--- config.mk ---
export PLATFORM = sky130hd
export DESIGN_NAME = priority_run_queue_core_flat
export DESIGN_NICKNAME = d
export VERILOG_FILES = /design/src/rtl/core/prq_pkg.sv /design/src/rtl/core/prq_if.sv /design/src/rtl/core/prq_cell.sv /design/src/rtl/core/priority_run_queue_core.sv /design/src/flat_wrapper.sv
export SDC_FILE = /design/constraint.sdc
export NUM_CORES = 1
export LEC_CHECK = 0
export ABC_CLOCK_PERIOD_IN_PS = 13500
export BUFFER_PORTS_ARGS = -buffer_cell sky130_fd_sc_hd__buf_2
export CORE_MARGIN = 2
export CORE_UTILIZATION = 60
export DETAILED_ROUTE_END_ITERATION = 10
export GPL_ROUTABILITY_DRIVEN = 0
export GPL_TIMING_DRIVEN = 0
export PLACE_DENSITY = 0.84
export SKIP_LAST_GASP = 1
export SLEW_MARGIN = 20
export SYNTH_ARGS = -nofsm -noshare
export SYNTH_HDL_FRONTEND = slang
export SYNTH_SLANG_ARGS = --single-unit
--- constraint.sdc ---
create_clock -name i_clk -period 13.5 [get_ports i_clk]
set_clock_uncertainty 0.2 [all_clocks]
set_input_delay 2.025 -clock i_clk [delete_from_list [all_inputs] [get_ports i_clk]]
set_output_delay 2.025 -clock i_clk [all_outputs]
set_load 0.01 [all_outputs]
--- src/rtl/core/prq_pkg.sv ---
// ----------------------------------------------------------------------------
// prq_pkg
// Types, constants and helpers of the priority run queue.
// ----------------------------------------------------------------------------
`default_nettype none

package prq_pkg;

    localparam int QUEUE_DEPTH = 16;
    localparam int OCC_W       = $clog2(QUEUE_DEPTH + 1);

    localparam int ID_W    = 16;
    localparam int PRIO_W  = 3;
    localparam int SLICE_W = 16;
    localparam int CFG_W   = 16;
    localparam int CFG_IDX_W = 1;

    localparam logic [PRIO_W-1:0] PRIO_MIN = 3'd1;
    localparam logic [PRIO_W-1:0] PRIO_MAX = 3'd5;

    localparam logic REQ_ENQ = 1'b0;
    localparam logic REQ_DEQ = 1'b1;

    localparam logic [CFG_IDX_W-1:0] REG_BASE_TIMESLICE  = 1'd0;
    localparam logic [CFG_IDX_W-1:0] REG_EMPTY_TIMESLICE = 1'd1;

    localparam logic [CFG_W-1:0] BASE_TIMESLICE_RST  = 16'd1000;
    localparam logic [CFG_W-1:0] EMPTY_TIMESLICE_RST = 16'd5000;

    typedef struct packed {
        logic [ID_W-1:0]   id;
        logic [PRIO_W-1:0] prio;
    } t_entry;

    typedef struct packed {
        logic   enq;
        logic   deq;
        t_entry ent;
    } t_cell_cmd;

    typedef struct packed {
        logic              req_type;
        logic [ID_W-1:0]   task_id;
        logic [PRIO_W-1:0] task_priority;
    } t_req;

    typedef struct packed {
        logic               preempt;
        logic               overflow;
        logic               found;
        logic [ID_W-1:0]    out_id;
        logic [PRIO_W-1:0]  out_priority;
        logic [SLICE_W-1:0] timeslice;
    } t_rsp;

    function automatic logic [PRIO_W-1:0] clamp_prio(input logic [PRIO_W-1:0] p);
        logic [PRIO_W-1:0] r;
        if (p < PRIO_MIN) begin
            r = PRIO_MIN;
        end else if (p > PRIO_MAX) begin
            r = PRIO_MAX;
        end else begin
            r = p;
        end
        return r;
    endfunction

endpackage

`default_nettype wire

--- src/rtl/core/prq_if.sv ---
// ----------------------------------------------------------------------------
// prq_if
// Valid/ready channels for requests and results of the run queue.
// ----------------------------------------------------------------------------
`default_nettype none

interface prq_req_if import prq_pkg::*; ();
    logic valid;
    logic ready;
    t_req payload;

    modport source (output valid, output payload, input ready);
    modport sink   (input valid, input payload, output ready);
endinterface

interface prq_rsp_if import prq_pkg::*; ();
    logic valid;
    logic ready;
    t_rsp payload;

    modport source (output valid, output payload, input ready);
    modport sink   (input valid, input payload, output ready);
endinterface

`default_nettype wire

--- src/rtl/core/prq_cell.sv ---
// ----------------------------------------------------------------------------
// prq_cell
// One slot of the sorted shift chain: holds, inserts, or shifts in a neighbor.
// ----------------------------------------------------------------------------
`default_nettype none

module prq_cell import prq_pkg::*; (
    input  wire logic      i_clk,
    input  wire t_cell_cmd i_cmd,
    input  wire logic      i_occupied,
    input  wire t_entry    i_left,
    input  wire logic      i_left_keep,
    input  wire t_entry    i_right,
    output t_entry         o_entry,
    output logic           o_keep
);

    t_entry r_entry;
    t_entry n_entry;

    // new task goes behind this slot
    assign o_keep  = i_occupied && (r_entry.prio <= i_cmd.ent.prio);
    assign o_entry = r_entry;

    always_comb begin
        n_entry = r_entry;
        if (i_cmd.enq) begin
            if (o_keep) begin
                n_entry = r_entry;
            end else if (i_left_keep) begin
                n_entry = i_cmd.ent;
            end else begin
                n_entry = i_left;
            end
        end else if (i_cmd.deq) begin
            n_entry = i_right;
        end
    end

    always_ff @(posedge i_clk) begin
        r_entry <= n_entry;
    end

endmodule

`default_nettype wire

--- src/rtl/core/priority_run_queue_core.sv ---
// ----------------------------------------------------------------------------
// priority_run_queue_core
// Stable priority run queue of task ids with per-priority timeslices.
// ----------------------------------------------------------------------------
// The queue is a row of QUEUE_DEPTH cells kept in service order, and an
// enqueue or dequeue updates every cell at once (insert by compare-and-shift,
// dequeue by shift toward the head). The result beat is registered and
// appears the cycle after the request is accepted; a new request is taken
// whenever the result register is empty or being drained, so the sustained
// rate is one beat per cycle. No clearing pass after reset.
// ----------------------------------------------------------------------------
`default_nettype none

module priority_run_queue_core import prq_pkg::*; (
    input  wire logic                 i_clk,
    input  wire logic                 i_rst_n,
    prq_req_if.sink                   i_req,
    prq_rsp_if.source                 o_rsp,
    input  wire logic                 i_cfg_we,
    input  wire logic [CFG_IDX_W-1:0] i_cfg_idx,
    input  wire logic [CFG_W-1:0]     i_cfg_wdata
);

    logic [OCC_W-1:0]   r_occ;
    logic [OCC_W-1:0]   n_occ;
    logic [CFG_W-1:0]   r_base;
    logic [CFG_W-1:0]   r_empty_slice;
    logic               r_out_valid;
    t_rsp               r_rsp;
    t_rsp               n_rsp;

    logic               w_accept;
    logic               w_full;
    logic               w_empty;
    t_cell_cmd          w_cmd;
    t_entry             w_entry [QUEUE_DEPTH];
    logic               w_keep  [QUEUE_DEPTH];
    logic [PRIO_W-1:0]  w_dist;
    logic [18:0]        w_prod;
    logic [19:0]        w_sum;
    logic [SLICE_W-1:0] w_slice;

    assign w_full   = (r_occ == OCC_W'(QUEUE_DEPTH));
    assign w_empty  = (r_occ == '0);
    assign i_req.ready = !r_out_valid || o_rsp.ready;
    assign w_accept = i_req.valid && i_req.ready;

    assign w_cmd.enq      = w_accept && (i_req.payload.req_type == REQ_ENQ) && !w_full;
    assign w_cmd.deq      = w_accept && (i_req.payload.req_type == REQ_DEQ) && !w_empty;
    assign w_cmd.ent.id   = i_req.payload.task_id;
    assign w_cmd.ent.prio = clamp_prio(i_req.payload.task_priority);

    for (genvar k = 0; k < QUEUE_DEPTH; k++) begin : g_cell
        t_entry w_left;
        t_entry w_right;
        logic   w_left_keep;

        if (k == 0) begin : g_head
            assign w_left      = '0;
            assign w_left_keep = 1'b1;
        end else begin : g_body
            assign w_left      = w_entry[k-1];
            assign w_left_keep = w_keep[k-1];
        end

        if (k == QUEUE_DEPTH - 1) begin : g_tail
            assign w_right = w_entry[k];
        end else begin : g_mid
            assign w_right = w_entry[k+1];
        end

        prq_cell u_cell (
            .i_clk       (i_clk),
            .i_cmd       (w_cmd),
            .i_occupied  (OCC_W'(k) < r_occ),
            .i_left      (w_left),
            .i_left_keep (w_left_keep),
            .i_right     (w_right),
            .o_entry     (w_entry[k]),
            .o_keep      (w_keep[k])
        );
    end

    // base + floor(base * (5 - p) / 8), saturated
    assign w_dist  = PRIO_MAX - w_entry[0].prio;
    assign w_prod  = 19'(r_base) * 19'(w_dist);
    assign w_sum   = 20'(r_base) + 20'(w_prod[18:3]);
    assign w_slice = (w_sum[19:16] != '0) ? '1 : w_sum[15:0];

    always_comb begin
        n_occ = r_occ;
        if (w_cmd.enq) begin
            n_occ = r_occ + OCC_W'(1);
        end else if (w_cmd.deq) begin
            n_occ = r_occ - OCC_W'(1);
        end
    end

    always_comb begin
        n_rsp = '0;
        if (i_req.payload.req_type == REQ_ENQ) begin
            n_rsp.overflow = w_full;
            n_rsp.preempt  = w_empty;
        end else if (w_empty) begin
            n_rsp.timeslice = r_empty_slice;
        end else begin
            n_rsp.found        = 1'b1;
            n_rsp.out_id       = w_entry[0].id;
            n_rsp.out_priority = w_entry[0].prio;
            n_rsp.timeslice    = w_slice;
        end
    end

    always_ff @(posedge i_clk) begin
        if (!i_rst_n) begin
            r_occ         <= '0;
            r_out_valid   <= 1'b0;
            r_base        <= BASE_TIMESLICE_RST;
            r_empty_slice <= EMPTY_TIMESLICE_RST;
        end else begin
            r_occ <= n_occ;
            if (w_accept) begin
                r_out_valid <= 1'b1;
            end else if (o_rsp.ready) begin
                r_out_valid <= 1'b0;
            end
            if (i_cfg_we) begin
                case (i_cfg_idx)
                    REG_BASE_TIMESLICE:  r_base        <= i_cfg_wdata;
                    REG_EMPTY_TIMESLICE: r_empty_slice <= i_cfg_wdata;
                    default: ;
                endcase
            end
        end
    end

    always_ff @(posedge i_clk) begin
        if (w_accept) begin
            r_rsp <= n_rsp;
        end
    end

    assign o_rsp.valid   = r_out_valid;
    assign o_rsp.payload = r_rsp;

endmodule

`default_nettype wire

--- src/flat_wrapper.sv ---
// flat-port wrapper written by rule: the top's interface ports become plain ports
module priority_run_queue_core_flat import prq_pkg::*;
  (i_clk, i_rst_n, i_cfg_we, i_cfg_idx, i_cfg_wdata, i_req_valid, i_req_payload, i_req_ready, o_rsp_valid, o_rsp_payload, o_rsp_ready);
  prq_req_if i_req_i ();
  prq_rsp_if o_rsp_i ();
  input  wire logic i_clk;
  input  wire logic i_rst_n;
  input  wire logic i_cfg_we;
  input  wire logic [CFG_IDX_W-1:0] i_cfg_idx;
  input  wire logic [CFG_W-1:0] i_cfg_wdata;
  input wire logic [$bits(i_req_i.valid)-1:0] i_req_valid;
  input wire logic [$bits(i_req_i.payload)-1:0] i_req_payload;
  output wire logic [$bits(i_req_i.ready)-1:0] i_req_ready;
  output wire logic [$bits(o_rsp_i.valid)-1:0] o_rsp_valid;
  output wire logic [$bits(o_rsp_i.payload)-1:0] o_rsp_payload;
  input wire logic [$bits(o_rsp_i.ready)-1:0] o_rsp_ready;
  assign i_req_i.valid = i_req_valid;
  assign i_req_i.payload = i_req_payload;
  assign i_req_ready = i_req_i.ready;
  assign o_rsp_valid = o_rsp_i.valid;
  assign o_rsp_payload = o_rsp_i.payload;
  assign o_rsp_i.ready = o_rsp_ready;
  priority_run_queue_core u_core (.i_clk(i_clk), .i_rst_n(i_rst_n), .i_req(i_req_i), .o_rsp(o_rsp_i), .i_cfg_we(i_cfg_we), .i_cfg_idx(i_cfg_idx), .i_cfg_wdata(i_cfg_wdata));
endmodule
-- Word-level counts from Yosys, hierarchy flattened
Index checks and enable logic that the tools add are counted.
- register bits: 380
- output and inout port bits: 40
- input port bits: 42
- logic and storage cells: 217
- magnitude comparators: 34
- equality and inequality tests: 16
- multiply operators: 1
- bitwise gates (word level): 3
- reductions and logical operators: 48
- mux-type cells: 69
- add/sub/neg operators: 4
- operators by type and width (cell ; count):
    $mux 19 ; 60
    $le 3x3->1 ; 16
    $lt 4x5->1 const A ; 8
    $reduce_and 2->1 ; 18
    $mux 16 ; 2
    $ne 2x2->1 const B ; 15
    $logic_and 1x1->1 ; 21
    $lt 3x5->1 const A ; 4
    $mux 20 ; 1
    $mul 16x3->19 ; 1
    $add 16x16->17 ; 1
    $lt 1x5->1 const A ; 2
    $lt 2x5->1 const A ; 2
    $mux 5 ; 2
    $mux 3 ; 2
    $add 5x1->5 const B ; 1
    $eq 5x5->1 const B ; 1
    $logic_not 5->1 ; 1
    $sub 5x1->5 const B ; 1
    $reduce_bool 2->1 ; 2
    $reduce_bool 4->1 ; 1
    $gt 3x3->1 const B ; 1
    $logic_not 1->1 ; 3
    $lt 3x1->1 const B ; 1
    other kinds (5) ; 8

-- Logic depth before layout (Yosys ltp)
- depth after elaboration: 8
- gate-level depth with buffers: 21
- depth with buffers taken out: 18

-- Cells and area by module
Synthesis repeated with hierarchy kept, for this count alone.
- cells, all modules: 2152
- area total of the unflattened synthesis: 22535.4 sq um
- modules (own cells, without submodules) (module ; times used ; cells an instance ; area an instance (sq um) ; sequential area each (sq um)):
    prq_cell ; 16 ; 96 ; 1074.8 ; 570.5
    priority_run_queue_core ; 1 ; 616 ; 5338.9 ; 1901.8

-- Worst setup path after synthesis
Ideal clock, no wire load.
- kind: input -> register
- start point: input i_req_payload[2]
- end point: register u_core.g_cell[0].u_cell.r_entry (netlist bit u_core.g_cell[0].u_cell.o_entry[0]), enable pin
- path slack: 7.006 ns
- required time: 12.878 ns
- arrival: 5.873 ns
- stages: 10
- setup time: 0.422 ns
- buffers on the path: 3
- cell sequence: buf_2 -> inv_1 -> nor2_1 -> o21bai_1 -> clkbuf_1 -> ha_1 -> a32oi_1 -> a21oi_1 -> buf_1 -> o21ai_0
- word-level cells in the longest chain between the ends: 7
- elaborated cells on any way between the ends: 8
- those cells by class: order compare (3); eq/ne (1); mux (2); reduce/logical (2)
- RTL lines (item ; RTL line ; source):
    start, declared ; flat_wrapper.sv:12 ; input wire logic [$bits(i_req_i.payload)-1:0] i_req_payload;
    $gt 3x3->1 ; prq_pkg.sv:60 ; end else if (p > PRIO_MAX) begin
    $mux 3 ; prq_pkg.sv:60 ;
    $mux 3 (*) ; prq_pkg.sv:58 ; if (p < PRIO_MIN) begin
    $le 3x3->1 (*) ; prq_cell.sv:22 ; assign o_keep = i_occupied && (r_entry.prio <= i_cmd.ent.prio);
    $logic_and 1x1->1 (*) ; prq_cell.sv:22 ;
    $ne 2x2->1 (no line) (*) ; n/a ;
    $reduce_and 2->1 (no line) (*) ; n/a ;
    end signal, assigned ; prq_cell.sv:41 ; r_entry <= n_entry;
    end, declared ; prq_cell.sv:18 ; t_entry r_entry;
Mark *: on every way between the ends. The rest lies on a longest branch, timed or not.
A chain may end at the register's enable or synchronous reset.

-- Final worst setup path
- start point: register u_core.g_cell[0].u_cell.r_entry (netlist bit u_core.g_cell[0].u_cell.o_entry[1])
- end point: register u_core.r_rsp (netlist bit u_core.o_rsp.payload[14]) (data pin)
- word-level cells in the longest chain between the ends: 6
- RTL lines (item ; RTL line ; source):
    $sub 3x3->3 (*) ; priority_run_queue_core.sv:85 ; assign w_dist = PRIO_MAX - w_entry[0].prio;
    $mul 16x3->19 (*) ; priority_run_queue_core.sv:86 ; assign w_prod = 19'(r_base) * 19'(w_dist);
    $add 16x16->17 (*) ; priority_run_queue_core.sv:87 ; assign w_sum = 20'(r_base) + 20'(w_prod[18:3]);
    $reduce_bool 4->1 ; priority_run_queue_core.sv:88 ; assign w_slice = (w_sum[19:16] != '0) ? '1 : w_sum[15:0];
    $mux 16 (*) ; priority_run_queue_core.sv:88 ;
    $mux 16 (*) ; priority_run_queue_core.sv:104 ; end else if (w_empty) begin
    end signal, assigned ; priority_run_queue_core.sv:139 ; r_rsp <= n_rsp;
    end, declared ; priority_run_queue_core.sv:29 ; t_rsp r_rsp;
Marked as above.

==> impl_metrics.env <==
export IMPL_multi_input_area_mm2=0.00962
export IMPL_synth_cell_type_count=60
export IMPL_grt_pass1_wl_mm=89.3
export IMPL_grt_max_degree=39
export IMPL_cp_end_kind="flop"
export IMPL_netlist_instances=2039
export IMPL_place_area_mm2=0.0228
export IMPL_crit_path_max_incr_delay_ns=0.55
export IMPL_rows=69
export IMPL_synth_seq_cells=380
export IMPL_finalHoldViolCount=0
export IMPL_power_density_mw_per_mm2=165
export IMPL_viasPerCell=6.25
export IMPL_grt_pass1_vias=17244
export IMPL_wl_per_cell_um=21.2
export IMPL_syn_area_mm2=0.0216
export IMPL_rr_endpoint="u_core.o_rsp.payload[14]"
export IMPL_detail_route_antenna_nets=0
export IMPL_r2r_start="u_core.g_cell[0].u_cell.o_entry[1]"
export IMPL_postSynthAreaPerCell_um2=10.6
export IMPL_core_area_mm2=0.0355
export IMPL_n_fill_cell=2516
export IMPL_pre_cts_ws_ns=7.02
export IMPL_path_max_fanout=10
export IMPL_timing_final_crit_period_ns=6.61
export IMPL_final_core_util_pct=67.8
export IMPL_initial_utilization_pct=60.8
export IMPL_first_pass_iters=5
export IMPL_cp_num_buf_inv=4
export IMPL_ys_warn_count=0
export IMPL_critPathSlowestCell="fa_1"
export IMPL_numClockSinks=380
export IMPL_vias=16694
export IMPL_whs_endpoint="u_core.r_empty_slice[14]"
export IMPL_drive_above_1_share_pct=11.5
export IMPL_crit_family="compound AO/OA/AOI/OAI gates"
export IMPL_die_h_um=194
export IMPL_setup_viol=0
export IMPL_maxSlewViolCount=0
export IMPL_gr_total_overflow=0
export IMPL_min_from="u_core.r_empty_slice[14]"
export IMPL_finalSetupTns_ns=0
export IMPL_reg2reg_slack_ns=6.89
export IMPL_synth_nets=2181
export IMPL_cts_setup_buffers=0
export IMPL_status="finished, final reports clean"
export IMPL_async_flop_share_pct=0
export IMPL_die_area_mm2=0.0375
export IMPL_drt_wl_total_mm=56.6
export IMPL_n_antenna_cell=0
export IMPL_final_area_mm2=0.0240
export IMPL_cts_tree="yes"
export IMPL_cp_arrival_ns=6.71
export IMPL_root_buffer="clkbuf_16"
export IMPL_clk_path_buf_depth=3
export IMPL_worstPathCellList="buf_2 -> xnor2_1 -> clkbuf_1 -> nand2_1 -> fa_1 -> inv_1 -> ha_1 -> nor2b_1 -> o31ai_1 -> a22oi_1 -> a2111oi_2 -> nor2_1 -> xor2_1 -> ha_1 -> nand2_1 -> nor2_1 -> a211oi_1 -> a21boi_0 -> o21ai_2 -> buf_4 -> a21oi_1"
export IMPL_relSlewSlack_pct=34.8
export IMPL_fin_nets=2317
export IMPL_rsz0062_at_grt="no"
export IMPL_insertion_delay_ns=0.55
export IMPL_grt_antenna_before_repair=1
export IMPL_hp_class="reg -> reg"
export IMPL_ctsResizeCount=0
export IMPL_vdd_drop_max_uv=142
export IMPL_cts_buffers=42
export IMPL_cp_start_kind="flop"
export IMPL_maxCapViolCount=0
export IMPL_h_tree_depth=2
export IMPL_synth_top_area_share_pct=47.6
export IMPL_grt_total_usage_pct=29.6
export IMPL_p_leak_nw=9.49
export IMPL_r2r_cells=21
export IMPL_seqCellArea_mm2=0.0110
export IMPL_ys_seq_area_share_pct=51.1
export IMPL_fin_crit_sh_pct=49.0
export IMPL_die_w_um=194
export IMPL_first_iter_violations=1606
export IMPL_setup_ws_ns=6.89
export IMPL_remaining_drc_errors=0
export IMPL_worst_setup_path_type="reg -> reg"
export IMPL_yosysTopAreaCell="edfxtp_1"
export IMPL_cts_hold_buf=0
export IMPL_area_delta_synth_final_pct=11.5
export IMPL_synth_flop_cell="edfxtp_1"
export IMPL_crit_start="u_core.g_cell[0].u_cell.o_entry[1]"
export IMPL_worstMarginPinSlew_ns=0.970
export IMPL_dp_hpwl_mm=42.0
export IMPL_final_cell_mix="nand2_1, edfxtp_1, mux2i_1"
export IMPL_portBuffers=79
export IMPL_layout_commonest_cell="nand2_1"
export IMPL_path_clk_slew_ns=0.06
export IMPL_worstHoldPathCells=2
export IMPL_ys_top_cells_by_area="edfxtp_1, mux2i_1, nand2_1, o21ai_0, ha_1"
export IMPL_boundaryPins=82
export IMPL_synth_edf_count=342
export IMPL_fmax_mhz=151
export IMPL_worst_ep_required_time_ns=13.59
[per-stage QoR]
step                total power (W)  cells  hold slack (ns)
finish                      0.00397   2670            0.266
global route                0.00415   2670            0.290
CTS                         0.00394   2670            0.265
detailed placement          0.00286   2592            0.254
global placement            0.00278   2579            0.249
floorplan                   0.00250   2039            0.235
[kinds of logic after synthesis]
| logic type | count (synthesis) | synth area share (%) |
|---|---|---|
| AO/OA/AOI/OAI | 468 | 12.0 |
| XOR/XNOR | 29 | 1.18 |
| adder cells (fa/ha/maj) | 100 | 6.36 |
| buffers and inverters | 201 | 4.54 |
| flip-flops | 380 | 51.1 |
| multiplexers | 285 | 13.3 |
| AND/OR/NAND/NOR | 576 | 11.4 |
[cells in the mapped netlist, drive strengths merged (16+ instances only)]
master  number
nand2      429
edfxtp     342
o21ai      329
mux2i      266
ha          84
clkbuf      82
buf         63
inv         56
a21oi       53
dfxtp       38
nand3       29
nor2b       27
a21boi      24
nor2        24
and3        21
and2        20
mux2        19
fa          16
xnor2       16
[flip-flops by register name, summed over array words and instances, names as in the netlist]
| signal | flops |
|---|---|
| u_core.r_empty_slice | 16 |
| u_core.r_occ | 5 |
| u_core.o_rsp.valid | 1 |
| u_core.g_cell.u_cell.o_entry | 304 |
| u_core.o_rsp.payload | 38 |
| u_core.r_base | 16 |
[metal layers]
layer	vias up	share of wire (%)	routed length, um	global-route usage (%)
li1	7586	-	-	-
met5	-	0.018	10	0
met3	161	6.9	3920	4.43
met1	8169	40	22600	37.6
met2	776	48	27400	49.7
met4	2	4.7	2680	14.7
[worst max-delay path by stage]
| stage | end | slack (ns) | cells past startpoint |
|---|---|---|---|
| global route | u_core.o_rsp.payload[9] | 6.41 | 21 |
| floorplan | u_core.g_cell[0].u_cell.o_entry[0] | 7.01 | 10 |
| CTS | u_core.o_rsp.payload[14] | 7.00 | 21 |
| finish | u_core.o_rsp.payload[14] | 6.89 | 21 |
| global placement | u_core.g_cell[14].u_cell.o_entry[13] | 4.98 | 10 |
| detailed placement | u_core.g_cell[4].u_cell.o_entry[13] | 7.02 | 13 |
[layout make-up]
cell class,instances,area share (%)
flip-flops and latches,380,45.9
clock buffers,57,4.87
multi-input cells,1458,40.0
well taps,461,2.40
plain buffers,145,3.20
repair buffers,92,2.28
inverters,56,0.874
clock inverters,21,0.484
[tightest hold or removal path, cell delays in order (launching register included)]
cell,delay (ns)
dfxtp_1,0.30
nand2_1,0.05
a21boi_0,0.06
[power by group]
group	switching [W]	internal [W]
combinational	0.000763	0.000470
sequential	0.000106	0.00155
clock	0.000477	0.000611
total	0.00135	0.00263
Note: power is estimated with default switching activity, not from simulation.
